===== src/rtl/umv_pkg.sv =====
// umv_pkg: shared widths, constants and types of the ultrasonic median validator
// used by every module of the block; depends on nothing

`default_nettype none

package umv_pkg;

    localparam int ECHO_W      = 16;
    localparam int DIST_W      = 11;
    localparam int LIMIT_W     = 8;
    localparam int COUNT_WIDTH = 8;
    localparam int CMP_W       = (COUNT_WIDTH > LIMIT_W) ? COUNT_WIDTH : LIMIT_W;
    localparam int CFG_IDX_W   = 4;
    localparam int CFG_DATA_W  = DIST_W;

    // divide by 58 as multiply by ceil(2^22 / 58) and shift, exact for 16-bit echoes
    localparam int RECIP_W     = 17;
    localparam logic [RECIP_W-1:0] DIV58_RECIP = 17'd72316;
    localparam int DIV58_SHIFT = 22;
    localparam int PROD_W      = ECHO_W + RECIP_W;

    localparam logic [COUNT_WIDTH-1:0] COUNT_MAX = {COUNT_WIDTH{1'b1}};

    // ring slots
    localparam logic [1:0] SLOT_0 = 2'd0;
    localparam logic [1:0] SLOT_1 = 2'd1;
    localparam logic [1:0] SLOT_2 = 2'd2;
    localparam logic [1:0] FILL_FULL = 2'd3;

    // register indexes
    localparam logic [CFG_IDX_W-1:0] CFG_MIN_DISTANCE  = 4'd0;
    localparam logic [CFG_IDX_W-1:0] CFG_MAX_DISTANCE  = 4'd1;
    localparam logic [CFG_IDX_W-1:0] CFG_FAILURE_LIMIT = 4'd2;
    localparam logic [CFG_IDX_W-1:0] CFG_VALID_NEEDED  = 4'd3;

    // register reset values
    localparam logic [DIST_W-1:0]  MIN_DISTANCE_RST  = 11'd2;
    localparam logic [DIST_W-1:0]  MAX_DISTANCE_RST  = 11'd400;
    localparam logic [LIMIT_W-1:0] FAILURE_LIMIT_RST = 8'd3;
    localparam logic [LIMIT_W-1:0] VALID_NEEDED_RST  = 8'd3;

    // largest distance a 16-bit echo can give
    localparam logic [DIST_W-1:0] DIST_MAX = 11'd1129;

    typedef struct packed {
        logic [DIST_W-1:0]  min_distance;
        logic [DIST_W-1:0]  max_distance;
        logic [LIMIT_W-1:0] failure_limit;
        logic [LIMIT_W-1:0] valid_needed;
    } umv_cfg_t;

endpackage

`default_nettype wire


===== src/rtl/umv_div58.sv =====
// umv_div58: input register stage, converts echo time to centimetres (divide by 58)
// depends on umv_pkg

`default_nettype none

module umv_div58 (
    input  wire logic                         aclk,
    input  wire logic                         aresetn,
    input  wire logic                         in_valid,
    output logic                              in_ready,
    input  wire logic [umv_pkg::ECHO_W-1:0]   in_echo,
    output logic                              cm_valid,
    input  wire logic                         cm_ready,
    output logic [umv_pkg::DIST_W-1:0]        cm
);

    logic                          valid_reg;
    logic                          valid_next;
    logic [umv_pkg::DIST_W-1:0]    cm_reg;
    logic [umv_pkg::PROD_W-1:0]    product;
    logic [umv_pkg::DIST_W-1:0]    quotient;

    assign product  = umv_pkg::PROD_W'(in_echo) * umv_pkg::PROD_W'(umv_pkg::DIV58_RECIP);
    assign quotient = umv_pkg::DIST_W'(product >> umv_pkg::DIV58_SHIFT);

    assign in_ready = !valid_reg || cm_ready;

    always_comb begin
        valid_next = valid_reg;
        if (in_ready) begin
            valid_next = in_valid;
        end
    end

    always_ff @(posedge aclk) begin
        if (!aresetn) begin
            valid_reg <= 1'b0;
        end else begin
            valid_reg <= valid_next;
        end
    end

    always_ff @(posedge aclk) begin
        if (in_ready && in_valid) begin
            cm_reg <= quotient;
        end
    end

    assign cm_valid = valid_reg;
    assign cm       = cm_reg;

endmodule

`default_nettype wire


===== src/rtl/umv_filter.sv =====
// umv_filter: range check, failure/valid run counters, three-slot median ring
// and the result register; depends on umv_pkg

`default_nettype none

module umv_filter (
    input  wire logic                       aclk,
    input  wire logic                       aresetn,
    input  wire umv_pkg::umv_cfg_t          cfg,
    input  wire logic                       cm_valid,
    output logic                            cm_ready,
    input  wire logic [umv_pkg::DIST_W-1:0] cm,
    output logic                            out_valid,
    input  wire logic                       out_ready,
    output logic [umv_pkg::DIST_W-1:0]      out_distance_cm,
    output logic                            out_distance_ok,
    output logic                            out_sample_taken
);

    localparam int DW = umv_pkg::DIST_W;
    localparam int CW = umv_pkg::COUNT_WIDTH;
    localparam int KW = umv_pkg::CMP_W;

    logic [DW-1:0] ring_reg [3];
    logic [DW-1:0] ring_next [3];
    logic [1:0]    ptr_reg, ptr_next;
    logic [1:0]    fill_reg, fill_next;
    logic [CW-1:0] fail_reg, fail_next;
    logic [CW-1:0] vrun_reg, vrun_next;
    logic [DW-1:0] held_reg, held_next;
    logic          trust_reg, trust_next;
    logic          taken_reg, taken_next;
    logic          valid_reg, valid_next;

    logic          step;
    logic          in_range;
    logic [1:0]    slot;
    logic [DW-1:0] lo, hi, med;
    logic [CW-1:0] fail_inc;
    logic [CW-1:0] vrun_inc;
    logic [CW-1:0] vrun_rej;
    logic          trust_rej;

    assign cm_ready = !valid_reg || out_ready;
    assign step     = cm_valid && cm_ready;
    assign in_range = (cm >= cfg.min_distance) && (cm <= cfg.max_distance);
    // pointer code three would map to slot zero
    assign slot     = (ptr_reg == umv_pkg::FILL_FULL) ? umv_pkg::SLOT_0 : ptr_reg;

    assign fail_inc = (fail_reg != umv_pkg::COUNT_MAX) ? fail_reg + CW'(1) : fail_reg;
    assign vrun_inc = (vrun_reg != umv_pkg::COUNT_MAX) ? vrun_reg + CW'(1) : vrun_reg;

    // rejection path: limit check first, then the run length check
    always_comb begin
        vrun_rej  = vrun_reg;
        trust_rej = trust_reg;
        if (KW'(fail_inc) >= KW'(cfg.failure_limit)) begin
            vrun_rej  = '0;
            trust_rej = 1'b0;
        end
        if (KW'(vrun_rej) < KW'(cfg.valid_needed)) begin
            vrun_rej  = '0;
            trust_rej = 1'b0;
        end
    end

    // ring contents after the new sample is written
    always_comb begin
        for (int i = 0; i < 3; i++) begin
            ring_next[i] = ring_reg[i];
        end
        if (step && in_range) begin
            ring_next[slot] = cm;
        end
    end

    always_comb begin
        fill_next = fill_reg;
        if (step && in_range && fill_reg != umv_pkg::FILL_FULL) begin
            fill_next = fill_reg + 2'd1;
        end
    end

    // median over the filled slots of the updated ring
    always_comb begin
        lo = (ring_next[0] < ring_next[1]) ? ring_next[0] : ring_next[1];
        hi = (ring_next[0] < ring_next[1]) ? ring_next[1] : ring_next[0];
        priority if (fill_next <= 2'd1) begin
            med = ring_next[0];
        end else if (fill_next == 2'd2) begin
            med = hi;
        end else if (ring_next[2] <= lo) begin
            med = lo;
        end else if (ring_next[2] >= hi) begin
            med = hi;
        end else begin
            med = ring_next[2];
        end
    end

    always_comb begin
        ptr_next   = ptr_reg;
        fail_next  = fail_reg;
        vrun_next  = vrun_reg;
        held_next  = held_reg;
        trust_next = trust_reg;
        taken_next = taken_reg;
        valid_next = valid_reg;
        if (out_ready) begin
            valid_next = 1'b0;
        end
        if (step) begin
            valid_next = 1'b1;
            if (in_range) begin
                ptr_next   = (slot == umv_pkg::SLOT_2) ? umv_pkg::SLOT_0 : slot + 2'd1;
                fail_next  = '0;
                held_next  = (cm < med) ? cm : med;
                vrun_next  = vrun_inc;
                trust_next = KW'(vrun_inc) >= KW'(cfg.valid_needed);
                taken_next = 1'b1;
            end else begin
                fail_next  = fail_inc;
                vrun_next  = vrun_rej;
                trust_next = trust_rej;
                taken_next = 1'b0;
            end
        end
    end

    always_ff @(posedge aclk) begin
        if (!aresetn) begin
            for (int i = 0; i < 3; i++) begin
                ring_reg[i] <= '0;
            end
            ptr_reg   <= '0;
            fill_reg  <= '0;
            fail_reg  <= '0;
            vrun_reg  <= '0;
            held_reg  <= '0;
            trust_reg <= 1'b0;
            valid_reg <= 1'b0;
        end else begin
            for (int i = 0; i < 3; i++) begin
                ring_reg[i] <= ring_next[i];
            end
            ptr_reg   <= ptr_next;
            fill_reg  <= fill_next;
            fail_reg  <= fail_next;
            vrun_reg  <= vrun_next;
            held_reg  <= held_next;
            trust_reg <= trust_next;
            valid_reg <= valid_next;
        end
    end

    always_ff @(posedge aclk) begin
        taken_reg <= taken_next;
    end

    assign out_valid        = valid_reg;
    assign out_distance_cm  = held_reg;
    assign out_distance_ok  = trust_reg;
    assign out_sample_taken = taken_reg;

endmodule

`default_nettype wire


===== src/rtl/ultrasonic_median_validator.sv =====
// ultrasonic_median_validator: top level, configuration registers and the two stages
// depends on umv_pkg, umv_div58 and umv_filter

// One echo time in, one filtered distance out, one item per clock cycle sustained
// while m_ready is high. An accepted item goes first into the cm register, where
// the echo is divided by 58 through a reciprocal multiply, and then into the
// result register, after the range check, the run counters and the lesser of an
// in-range sample and the median of the three-slot ring. s_ready stays high while
// the result register is empty or being drained. Configuration writes take effect
// at once and are meant for times when no item is in flight.

`default_nettype none

module ultrasonic_median_validator (
    input  wire logic                             aclk,
    input  wire logic                             aresetn,
    input  wire logic                             cfg_wr_en,
    input  wire logic [umv_pkg::CFG_IDX_W-1:0]    cfg_index,
    input  wire logic [umv_pkg::CFG_DATA_W-1:0]   cfg_wdata,
    input  wire logic                             s_valid,
    output logic                                  s_ready,
    input  wire logic [umv_pkg::ECHO_W-1:0]       s_echo_time_us,
    output logic                                  m_valid,
    input  wire logic                             m_ready,
    output logic [umv_pkg::DIST_W-1:0]            m_distance_cm,
    output logic                                  m_distance_ok,
    output logic                                  m_sample_taken
);

    umv_pkg::umv_cfg_t            cfg_reg, cfg_next;
    logic                         cm_valid;
    logic                         cm_ready;
    logic [umv_pkg::DIST_W-1:0]   cm;

    always_comb begin
        cfg_next = cfg_reg;
        if (cfg_wr_en) begin
            unique case (cfg_index)
                umv_pkg::CFG_MIN_DISTANCE:  cfg_next.min_distance  = cfg_wdata;
                umv_pkg::CFG_MAX_DISTANCE:  cfg_next.max_distance  = cfg_wdata;
                umv_pkg::CFG_FAILURE_LIMIT:
                    cfg_next.failure_limit = umv_pkg::LIMIT_W'(cfg_wdata);
                umv_pkg::CFG_VALID_NEEDED:
                    cfg_next.valid_needed  = umv_pkg::LIMIT_W'(cfg_wdata);
                default: cfg_next = cfg_reg;
            endcase
        end
    end

    always_ff @(posedge aclk) begin
        if (!aresetn) begin
            cfg_reg.min_distance  <= umv_pkg::MIN_DISTANCE_RST;
            cfg_reg.max_distance  <= umv_pkg::MAX_DISTANCE_RST;
            cfg_reg.failure_limit <= umv_pkg::FAILURE_LIMIT_RST;
            cfg_reg.valid_needed  <= umv_pkg::VALID_NEEDED_RST;
        end else begin
            cfg_reg <= cfg_next;
        end
    end

    umv_div58 u_div58 (
        .aclk     (aclk),
        .aresetn  (aresetn),
        .in_valid (s_valid),
        .in_ready (s_ready),
        .in_echo  (s_echo_time_us),
        .cm_valid (cm_valid),
        .cm_ready (cm_ready),
        .cm       (cm)
    );

    umv_filter u_filter (
        .aclk             (aclk),
        .aresetn          (aresetn),
        .cfg              (cfg_reg),
        .cm_valid         (cm_valid),
        .cm_ready         (cm_ready),
        .cm               (cm),
        .out_valid        (m_valid),
        .out_ready        (m_ready),
        .out_distance_cm  (m_distance_cm),
        .out_distance_ok  (m_distance_ok),
        .out_sample_taken (m_sample_taken)
    );

endmodule

`default_nettype wire


===== config.mk =====
export PLATFORM = sky130hd
export DESIGN_NAME = ultrasonic_median_validator
export DESIGN_NICKNAME = d
export VERILOG_FILES = /design/src/rtl/umv_pkg.sv /design/src/rtl/umv_div58.sv /design/src/rtl/umv_filter.sv /design/src/rtl/ultrasonic_median_validator.sv
export SDC_FILE = /design/constraint.sdc
export NUM_CORES = 1
export LEC_CHECK = 0
export BUFFER_PORTS_ARGS = -buffer_cell sky130_fd_sc_hd__buf_4
export CORE_ASPECT_RATIO = 1.2
export CORE_MARGIN = 2
export CORE_UTILIZATION = 35
export DETAILED_ROUTE_END_ITERATION = 10
export PLACE_DENSITY_LB_ADDON = 0.12
export SYNTH_ARGS = -nofsm -noshare
export SYNTH_HDL_FRONTEND = slang
export SYNTH_SLANG_ARGS = --single-unit

===== constraint.sdc =====
create_clock -name aclk -period 9.7 [get_ports aclk]
set_input_delay 1.94 -clock aclk [delete_from_list [all_inputs] [get_ports aclk]]
set_output_delay 1.94 -clock aclk [all_outputs]
set_load 0.01 [all_outputs]

---- Yosys cells after proc, flatten, opt, wreduce, memory -nomap -nowiden ----
Memories as Yosys holds them, arrays and structs flattened.
Cells that the tools add are included.
word-level totals
  register bits ........................... 84
  RAM bits ................................ 33
  input port bits ......................... 36
  output and inout bits ................... 15
  word-level logic and storage cells ...... 95
  memories kept ........................... 1
memories
  memory             words  bits a word  rd ports  clocked after Yosys merged registers in  write ports  line              text
  u_filter.ring_reg  3      11           3         0                                        3            umv_filter.sv:24  logic [DW-1:0] ring_reg [3];
operators by class
  $add $sub $neg .......................... 4
  $mul .................................... 1
  $lt $le $gt $ge ......................... 12
  eq/ne operators ......................... 9
  muxes and demuxes ....................... 31
  bitwise operators ....................... 4
  reductions and logical operators ........ 19
operator list
  cell                      count
  $mux W11                  11
  $mux W8                   6
  $bwmux W33                1
  $mux W33                  1
  $mul A16 B15 Y31 const B  1
  $demux W11 S2             1
  $ge A11 B11 Y1            2
  $le A11 B11 Y1            2
  $lt A11 B11 Y1            2
  $add A8 B1 Y8 const B     2
  $ge A8 B8 Y1              2
  $ne A8 B8 Y1 const B      2
  $reduce_and A2 Y1         6
  $eq A4 B2 Y1 const B      2
  $lt A8 B8 Y1              1
  $mux W1                   8
  $eq A2 B2 Y1 const B      3
  $logic_and A1 B1 Y1       6
  $mux W2                   3
  $add A2 B1 Y2 const B     2
  $eq A4 B1 Y1 const B      1
  $logic_not A4 Y1          1
  $ge A3 B3 Y1 const B      1
  $lt A3 B1 Y1 const B      1
  8 further kinds           12

---- Logic depth before layout (Yosys ltp) ----
Gate-level depths: netlist of the first run.
  depth in word-level cells ............... 18
  depth in mapped cells ................... 45
  mapped depth without buffers ............ 40

---- By module ----
Synthesis of the first run repeated with hierarchy kept, for this count alone.
unflattened totals
  cells, all modules ...................... 1388
  area, all modules ....................... 12634.6 µm²
modules (own cells, without submodules)
  module                       times used  cells each  area each (µm²)  sequential area each (µm²)
  umv_filter                   1           730         6045.8           1351.3
  umv_div58                    1           510         5089.9           350.3
  ultrasonic_median_validator  1           148         1498.9           760.7

---- Worst setup path before layout of the first run ----
No wires, ideal clock.
  path kind ............................... input-to-reg
  start ................................... input m_ready
  end ..................................... register u_filter.held_reg[10] (netlist: u_filter.out_distance_cm[10])
  setup time .............................. 0.131 ns
  arrival time ............................ 9.374 ns
  data required time ...................... 9.569 ns
  slack ................................... 0.195 ns
  stages on the path ...................... 37
  buffers on the path ..................... 5
  path through ............................ nor2b_1 -> nand2b_1 -> clkbuf_1 -> clkbuf_1 -> nor2_1 -> a31oi_1 -> inv_1 -> ha_1 -> and4_1 -> nand3_1 -> o311ai_1 -> nor3_2 -> nor2_1 -> buf_4 -> clkbuf_1 -> o21ai_0 -> ha_1 -> nand3_1 -> o21bai_1 -> a31o_2 -> a211o_1 -> clkbuf_1 -> nor2_1 -> nand3_1 -> a32oi_1 -> nand2_1 -> ha_1 -> a21o_1 -> a21o_1 -> a21o_1 -> a21o_1 -> a21oi_1 -> o21ai_0 -> nor2_1 -> inv_1 -> nor2_2 -> o311ai_1
RTL lines
  item                  line                               text
  from (decl)           ultrasonic_median_validator.sv:24  input wire logic m_ready,
  to (signal assigned)  umv_filter.sv:150                  held_reg <= held_next;
  to (decl)             umv_filter.sv:30                   logic [DW-1:0] held_reg, held_next;

==> results.ini, run 1 <==
[sta]
worstMarginPinSlew_ps=932
setup_tns_ps=0
finalSetupViolations=0
fin_skew_ps=8.01
finalCritPeriodShare_pct=93.5
slew_headroom_pct=37.9
rsz0062_at_grt=false
fin_crit_ps=9060
fin_ws_ps=635
fmax_ghz=0.110
drv_slew=0
hold_violations=0

[cts]
hold_buffers=0
numCtsBuffers=17
clk_latency_ps=430
clock-sinks=117
cts-root-buf=clkbuf_16
cts_tree=yes
clock_path_buffers=2
clk_pin_slew_worst_paths_ps=60
htree_levels=4

[worst_setup_path]
worst_setup_path_end_kind=register
cp.arrival_ps=9370
crit_top_cell=buf_4
crit_type=in -> reg
worstPathMaxFanout=10
start_kind=input pin
startpoint=m_ready
r2r_start=u_div58.cm[7]
critPathSlowestCell=o311ai_1
r2r_end=u_filter.out_distance_cm[6]
reg2regPathDepth=41
reg2reg_slack_ps=680
cp.required_ps=10000
cp_slowest_stage_delay_ps=410
crit_end=u_filter.out_distance_cm[6]

[global_route]
grt_overflow=0
grt_use_total_pct=19.4
grt_pass1_wl_mm=55.0
grt_pass1_vias=10000
grt_start_max_net_pins=103
grt_antenna_before_repair=0

[placed_design]
hpwl_mm=27.8
place_area_sq_um=13500
dpl_worst_slack_ps=-64.9
place.gp.congestion=0.958
io_buffer_count=50

[synth]
avgSynthCellArea_sq_um=9.27
syn_inst=1330
synthAdderAreaFrac_pct=35.2
synth_top_cells_by_count=218 x inv_1, 208 x ha_1, 105 x dfxtp_1
synth.area.top_cells=ha_1 21%, dfxtp_1 17%, fa_1 14%, inv_1 6.6%, mux2i_1 4.5%
async_reset_ff_share_pct=0
synth_top_area_share_pct=21.1
netlist_area_sq_um=12300
yosysMostFrequentCell=inv_1
yosys.area_share.simple_pct=14.7
synth_mux_area_share_pct=6.82
synth_edf_count=12
synth_fp_nets=1660
synth_compound_area_share_pct=13.7
yosys.area.top_type=ha_1
synth_top_family_by_area=adder cells
synthFlopType=dfxtp_1
yosysSeqAreaShare_pct=20.0
yosys.cell_types.count=90
synth_xor_area_share_pct=1.42
yosysWarnings=0
synth-seq-cells=117

[power]
max-vdd-ir-drop_v=0.000236
leakagePower_uw=0.00681
power_density_nw_per_um2=239

[die]
coreArea_sq_um=34800
core.rowCount=75
initial_utilization_pct=35.4
die-area_sq_um=36700
die_h_um=210
ioPinCount=51
die_w_um=175

[drt]
drt_iter0_markers=455
post_drt_wl_per_cell_um=18.0
antenna_left=0
totalWireLength_mm=34.2
met2WireLength_mm=17.5
top_layer=met4
first_pass_iters=5
drt-met1-wl_mm=14.5
drc_errors=0
num_vias=9645
viasPerCell=5.08
wl_met3_mm=1.16

[worst_hold_path]
hold_depth=2
hp-class=reg -> reg

[final_layout]
n_antenna_cell=0
multi_input_area_sq_um=8870
area_delta_synth_final_pct=15.3
final_cell_area_sq_um=14200
nets=1753
layout-drive-gt1-share_pct=14.5
largest_reg_flops=38
fin_util_pct=40.8
fillers=3510
seqCellArea_sq_um=2460

[job]
drv_cap=0

[status]
status=completed

[routing by layer]
layer / vias to the layer above / track usage, %
met5: - / 0
met2: 224 / 35.2
li1: 4777 / -
met1: 4586 / 23.1
met3: 58 / 2.41
met4: 0 / 7.64
[worst max-delay path, delay by kind of cell]
| kind | cells | cell delay [ps] |
|---|---|---|
| compound gates | 15 | 2860 |
| simple gates | 14 | 2250 |
| buf+inv | 7 | 1070 |
| fa+ha+maj | 3 | 940 |
| mux | 1 | 280 |
[stage by stage]
stage | hold slack (ps) | instances | power, uW
6_report | 472 | 1898 | 3400
3_5_place_dp | 459 | 1863 | 2720
5_1_grt | 511 | 1898 | 3730
3_3_place_gp | 458 | 1863 | 2700
4_1_cts | 477 | 1895 | 3410
2_1_floorplan | 445 | 1330 | 2060
[where the power goes]
group | switching (uW) | internal, uW
Sequential | 57.4 | 549
Clock | 246 | 420
Combinational | 1190 | 941
[cell usage in the layout (no fill, tap or decap), types with 7 or more instances in the layout]
master | Yosys | routed
nand3_1 | 49 | 49
a211oi_1 | 8 | 7
or2_2 | 7 | 7
buf_4 | 2 | 114
o31ai_1 | 9 | 9
and2_1 | 32 | 32
nor3_1 | 19 | 18
a21boi_0 | 8 | 8
nand2_1 | 61 | 61
clkbuf_16 | 0 | 17
dfxtp_1 | 105 | 105
mux2_2 | 22 | 22
and3_1 | 14 | 14
a21o_1 | 15 | 15
nand4_1 | 15 | 15
fa_1 | 86 | 86
mux2i_1 | 55 | 55
nor2b_1 | 59 | 59
xnor2_1 | 14 | 14
ha_1 | 208 | 208
o31a_1 | 8 | 8
o21a_1 | 9 | 9
nor2_1 | 43 | 42
inv_1 | 218 | 217
o21ai_0 | 32 | 31
nand2b_1 | 14 | 14
edfxtp_1 | 12 | 12
a21oi_1 | 38 | 38
[kinds of logic after synthesis]
group,count (synthesis)
multiplexers,80
AO/OA/AOI/OAI,221
AND/OR/NAND/NOR,338
flip-flops,117
XOR/XNOR,20
adder cells (fa/ha/maj),295
buffers and inverters,259
[how the worst min path moves through the flow]
stage | start | endpoint | slack, ps
floorplan | cfg_reg[1] | cfg_reg[1] | 440
global placement | cfg_reg[24] | cfg_reg[24] | 460
detailed placement | u_filter.out_distance_ok | u_filter.out_distance_ok | 460
CTS | u_filter.out_distance_ok | u_filter.out_distance_ok | 480
global route | u_filter.out_distance_ok | u_filter.out_distance_ok | 510
finish | cfg_reg[24] | cfg_reg[24] | 470
[layout make-up]
type	count	share of cell area, %
Timing Repair Buffer	114	6.02
Clock buffer	22	3.27
Clock inverter	10	1.02
Tap cell	462	4.07
Multi-Input combinational cell	954	62.5
Inverter	219	5.81
Sequential cell	117	17.3
[what timing repair did]
action | 4_1_cts | 5_1_grt
setup endpoints to repair | 0 | 11
buffers inserted | 0 | 3
gates resized for setup | 0 | 10
hold endpoints to repair | 0 | 0
Power figures use the tool's default switching activity.
==> inputs of run 2 (changes only) <==
--- a/config.mk
+++ b/config.mk
@@ -9,8 +9,10 @@
 export CORE_ASPECT_RATIO = 1.2
 export CORE_MARGIN = 2
 export CORE_UTILIZATION = 35
+export CTS_CLUSTER_SIZE = 8
 export DETAILED_ROUTE_END_ITERATION = 10
-export PLACE_DENSITY_LB_ADDON = 0.12
+export PLACE_DENSITY_LB_ADDON = 0.25
+export RECOVER_POWER = 100
 export SYNTH_ARGS = -nofsm -noshare
 export SYNTH_HDL_FRONTEND = slang
 export SYNTH_SLANG_ARGS = --single-unit
==> run 2 against run 1 <==
Net effect:
- sequential share of layout area up 0.23 points
- wire length down 3.4%
- die area unchanged
- global-route usage down 0.66 points
- hold slack better by 4.8 ps
- via count up 1.4%
- utilization down 0.54 points
- setup slack worse by 160 ps
- first-iteration DRC count up 7.5%
- clock power down 6.9%
- critical endpoint is now u_filter.out_distance_cm[9]
==> results.ini, run 2 (same netlist as run 1, synthesis figures left out) <==
[status]
status=completed

[placed_design]
place_area_sq_um=13500  ; -0.11%
io_buffer_count=50  ; unchanged
hpwl_mm=26.6  ; -4.3%
place.gp.congestion=0.884  ; -7.7%
dpl_worst_slack_ps=-334  ; -269 ps

[power]
switching_share_pct=44.6  ; +0.78 points
p_seq_share_pct=17.9  ; about the same
switchingPower_uw=1500  ; +0.31%
power_density_nw_per_um2=239  ; -0.12%
max-vdd-ir-drop_v=0.000287  ; +21%
p_int_uw=1860  ; -2.8%
leakagePower_uw=0.00667  ; -2.1%
power_frac_comb_pct=63.6  ; +1.0 points
pwr-share-clk_pct=18.5  ; -1.1 points

[global_route]
grt_start_max_net_pins=112  ; +8.7%
grt_antenna_before_repair=0  ; unchanged
grt_overflow=0  ; unchanged
grt_use_total_pct=18.7  ; -0.66 points
grt_pass1_vias=10200  ; +1.3%
grt_pass1_wl_mm=53.7  ; -2.3%

[cts]
cts-root-buf=clkbuf_16
htree_levels=4  ; unchanged
clk_latency_ps=430  ; about the same
cts_tree=yes
numCtsBuffers=17  ; unchanged
clock-sinks=117  ; unchanged
clock_path_buffers=2  ; unchanged
hold_buffers=0  ; unchanged
clk_pin_slew_worst_paths_ps=60  ; about the same

[sta]
drv_slew=0  ; unchanged
finalSetupViolations=0  ; unchanged
fin_skew_ps=9.98  ; +1.97 ps
fin_ws_ps=471  ; -164 ps
fin_crit_ps=9230  ; +164 ps
slew_headroom_pct=21.7  ; -16 points
hold_violations=0  ; unchanged
finalCritPeriodShare_pct=95.1  ; +1.7 points
rsz0062_at_grt=false
fmax_ghz=0.108  ; -1.8%
worstMarginPinSlew_ps=1170  ; +243 ps

[drt]
num_vias=9777  ; +1.4%
drt_iter0_markers=489  ; +7.5%
drc_errors=0  ; unchanged
post_drt_wl_per_cell_um=17.4  ; -3.2%
viasPerCell=5.16  ; +1.5%
totalWireLength_mm=33.1  ; -3.4%
first_pass_iters=4  ; -1
antenna_left=0  ; unchanged

[final_layout]
multi_input_area_sq_um=8860  ; -0.18%
fin_util_pct=40.3  ; -0.54 points
layout-drive-gt1-share_pct=11.2  ; -3.2 points
nets=1750  ; -0.17%
final_common_cell=inv_1
most-common-layout-cells=218 x inv_1, 208 x ha_1, 105 x dfxtp_1
seqCellArea_sq_um=2460  ; unchanged
n_antenna_cell=0  ; unchanged
final_cell_area_sq_um=14000  ; -1.3%
largest_reg_flops=38  ; unchanged
fillers=3539  ; +0.83%
area_delta_synth_final_pct=13.7

[die]
ioPinCount=51  ; unchanged
core.rowCount=75  ; unchanged
die-area_sq_um=36700  ; unchanged
initial_utilization_pct=35.4  ; unchanged
die_h_um=210  ; unchanged
coreArea_sq_um=34800  ; unchanged
die_w_um=175  ; unchanged

[worst_setup_path]
cp.arrival_ps=9540  ; +170 ps
critPathSlowestCell=mux2_2
r2r_start=u_div58.cm[5]
crit_type=in -> reg
worstPathMaxFanout=11  ; +1
cp_slowest_stage_delay_ps=400  ; about the same
cp.required_ps=10010  ; about the same
startpoint=m_ready
start_kind=input pin
worst_setup_path_end_kind=register

[job]
drv_cap=0  ; unchanged

[worst_hold_path]
hp-class=reg -> reg
worstHoldStart=u_filter.out_distance_cm[0]

run 2: changes by cell type in the layout (fill, tap and decap cells not counted), sizes merged:
| cell | previous run | this run |
|---|---|---|
| buf | 114 | 80 |
| clkbuf | 22 | 49 |
| clkinv | 2 | 6 |
| inv | 221 | 224 |
| bufinv | 3 | 1 |
| clkinvlp | 3 | 2 |
run 2: area by class of cell:
type,instances,area share [%]
clock buffers,18,3.21
clock inverters,14,0.866
inverters,219,5.86
multi-input cells,954,63.2
flip-flops and latches,117,17.6
well taps,462,4.12
repair buffers,111,5.17
run 2: critical path: cells and delay by family:
| family | cells | cell delay (ps) |
|---|---|---|
| AOI/OAI and AO/OA | 17 | 3580 |
| adders and majority gates | 3 | 940 |
| buffers and inverters | 6 | 940 |
| muxes | 1 | 400 |
| and+or+nand+nor | 11 | 1730 |
run 2: final timing paths:
| path | endpoint | slack [ps] | cells past startpoint |
|---|---|---|---|
| setup / recovery | u_filter.out_distance_cm[9] | 470 | 38 |
| hold / removal | u_filter.out_distance_cm[0] | 480 | 2 |
| setup reg to reg | u_filter.out_distance_cm[9] | 480 | 41 |
| hold reg to reg | u_filter.out_distance_cm[0] | 480 | 2 |
run 2: routing by layer:
metal	wire length (um)	GRT usage, %	part of all wire (%)	vias up
met5	0	0	0	-
met4	1210	7.59	3.7	0
met3	1080	2.14	3.3	72
met2	16800	34.2	51	217
met1	14000	22.2	42	4709
li1	-	-	-	4779
run 2: repair_timing:
action | in CTS | in global routing
setup buffers | 0 | 2
setup endpoints to repair | 0 | 11
gates resized for setup | 0 | 8
run 2: through the flow:
| step | hold WS, ps | instances | power, uW | setup TNS, ps |
|---|---|---|---|---|
| 2_1_floorplan | 445 | 1330 | 2060 | 0 |
| 3_3_place_gp | 456 | 1861 | 2690 | -1190 |
| 3_5_place_dp | 466 | 1861 | 2720 | -2790 |
| 4_1_cts | 481 | 1893 | 3360 | 0 |
| 5_1_grt | 512 | 1895 | 3690 | 0 |
| 6_report | 477 | 1895 | 3350 | 0 |
run 2: power by group through the flow:
stage	Combinational, uW	Clock, uW	Sequential, uW
3_3_place_gp	2070	0	615
5_1_grt	2430	654	604
2_1_floorplan	1460	0	591
3_5_place_dp	2100	0	616
6_report	2130	620	601
4_1_cts	2120	632	605
==> inputs of run 3 (changes only) <==
==> constraint.sdc (replaced) <==
create_clock -name aclk -period 9.7 [get_ports aclk]
set_input_delay 0.97 -clock aclk [delete_from_list [all_inputs] [get_ports aclk]]
set_output_delay 0.97 -clock aclk [all_outputs]
set_load 0.01 [all_outputs]
==> run 3 against run 2 <==
Net effect:
- the flow now finishes with violations (capacitance limit, slew limit)
- cell area shrank 0.26%
- combinational power shrank 3%
- register-to-register slack gained 20 ps
- sequential power shrank 2%
- sequential cell count is the same
- critical path type is now reg -> reg
- critical endpoint is now u_filter.out_distance_cm[5]
==> results.ini, run 3 (same netlist as run 1, synthesis figures left out) <==
[worst_hold_path]
worstHoldStart=cfg_reg[24]
hold_depth=2  ; unchanged
hp-class=reg -> reg

[drt]
drc_errors=0  ; unchanged
first_pass_iters=5  ; +1
viasPerCell=5.15  ; -0.17%
post_drt_wl_per_cell_um=17.4  ; about the same
totalWireLength_mm=32.7  ; -1.0%
num_vias=9663  ; -1.2%
antenna_left=0  ; unchanged
drt_iter0_markers=476  ; -2.7%

[cts]
clock_path_buffers=2  ; unchanged
cts-root-buf=clkbuf_16
clk_pin_slew_worst_paths_ps=60  ; about the same
numCtsBuffers=17  ; unchanged
cts_tree=yes
clock-sinks=117  ; unchanged
htree_levels=4  ; unchanged
clk_latency_ps=430  ; about the same

[sta]
slew_headroom_pct=-63.8  ; -86 points
setup_tns_ps=0  ; unchanged
hold_violations=0  ; unchanged
finalCritPeriodShare_pct=94.9  ; -0.27 points
drv_slew=114  ; +114
rsz0062_at_grt=false
worstMarginPinSlew_ps=2460  ; +1280 ps
fin_skew_ps=13.1  ; +3.16 ps
fin_crit_ps=9200  ; -25.8 ps
fmax_ghz=0.109  ; +0.28%
finalSetupViolations=0  ; unchanged

[final_layout]
final_common_cell=inv_1
area_delta_synth_final_pct=13.5
final_cell_area_sq_um=14000  ; -0.26%
most-common-layout-cells=218 x inv_1, 208 x ha_1, 105 x dfxtp_1
fillers=3500  ; -1.1%
n_antenna_cell=0  ; unchanged
fin_util_pct=40.2  ; -0.10 points
largest_reg_flops=38  ; unchanged
nets=1731  ; -1.1%
layout-drive-gt1-share_pct=11.3  ; +0.080 points

[die]
die-area_sq_um=36700  ; unchanged
die_w_um=175  ; unchanged
ioPinCount=51  ; unchanged
coreArea_sq_um=34800  ; unchanged
core.rowCount=75  ; unchanged
die_h_um=210  ; unchanged
initial_utilization_pct=35.4  ; unchanged

[global_route]
grt_overflow=0  ; unchanged
grt_antenna_before_repair=0  ; unchanged
grt_use_total_pct=18.5  ; -0.25 points
grt_pass1_wl_mm=53.6  ; -0.31%
grt_start_max_net_pins=65  ; -42%
grt_pass1_vias=9925  ; -2.3%

[placed_design]
place_area_sq_um=13400  ; -1.0%
io_buffer_count=50  ; unchanged
place.gp.congestion=0.907  ; +2.6%
hpwl_mm=26.4  ; -0.98%

[worst_setup_path]
startpoint=u_div58.cm[2]
critPathSlowestCell=edfxtp_1
r2r_start=u_div58.cm[2]
reg2regPathDepth=37  ; -9.8%
cp.required_ps=9990  ; -20 ps
cp_slowest_stage_delay_ps=540  ; +140 ps
worstPathMaxFanout=25  ; +14
cp.arrival_ps=9500  ; -40 ps
crit_type=reg -> reg
start_kind=register
worst_setup_path_end_kind=register

[status]
status=finished with violations
violations=capacitance limit, slew limit

[job]
drv_cap=2  ; +2

[power]
power_density_nw_per_um2=239  ; -0.22%
leakagePower_uw=0.00665  ; -0.37%
max-vdd-ir-drop_v=0.000284  ; -1.2%

## run 3: changes by cell type in the layout (fill, tap and decap cells not counted), sizes merged
cell,delta
buf,-9
clkbuf,-9
bufinv,+3
clkinv,-2
clkinvlp,-2
## run 3: path summary, 6_finish.rpt
| kind | to | slack (ps) |
|---|---|---|
| hold / removal | cfg_reg[24] | 480 |
| hold reg to reg | cfg_reg[24] | 480 |
| setup / recovery | u_filter.out_distance_cm[5] | 500 |
| setup reg to reg | u_filter.out_distance_cm[5] | 500 |
## run 3: per-layer routing
metal | global-route usage [%] | vias up | part of all wire, %
met3 | 2.10 | 52 | 3.8
met2 | 32.4 | 238 | 49
li1 | - | 4742 | -
met1 | 23.3 | 4631 | 44
met5 | 0 | - | 0
met4 | 6.70 | 0 | 2.7
## run 3: cell type report
type | count | area [sq um] | share of cell area, %
Clock buffer | 19 | 443 | 3.17
Clock inverter | 13 | 193 | 1.38
Inverter | 219 | 822 | 5.88
Multi-Input combinational cell | 954 | 8850 | 63.3
Sequential cell | 117 | 2460 | 17.6
Tap cell | 462 | 578 | 4.13
Timing Repair Buffer | 92 | 628 | 4.49
## run 3: timing repair
action	CTS	global route
resized for setup	0	4
hold buffers	0	0
buffers inserted	0	3
endpoints found under the setup margin	0	11
## run 3: where the power goes
part / internal [uW] / switching [uW]
registers: 549 / 42.0
clock network: 441 / 248
logic: 896 / 1160
## run 3: critical path, delay by kind of cell (launching register included)
family,cells,cell delay (ps)
AO/OA/AOI/OAI,20,4520
adder cells (fa/ha/maj),4,1350
buffers and inverters,3,650
flip-flops,1,540
multiplexers,1,360
AND/OR/NAND/NOR,9,1650
## run 3: through the flow
step	setup WS (ps)	power, uW	hold slack, ps	instances
finish	497	3340	476	1876
global route	13.0	3670	497	1876
global placement	241	2630	459	1841
floorplan	1080	2060	445	1330
detailed placement	200	2650	466	1841
CTS	161	3360	481	1873
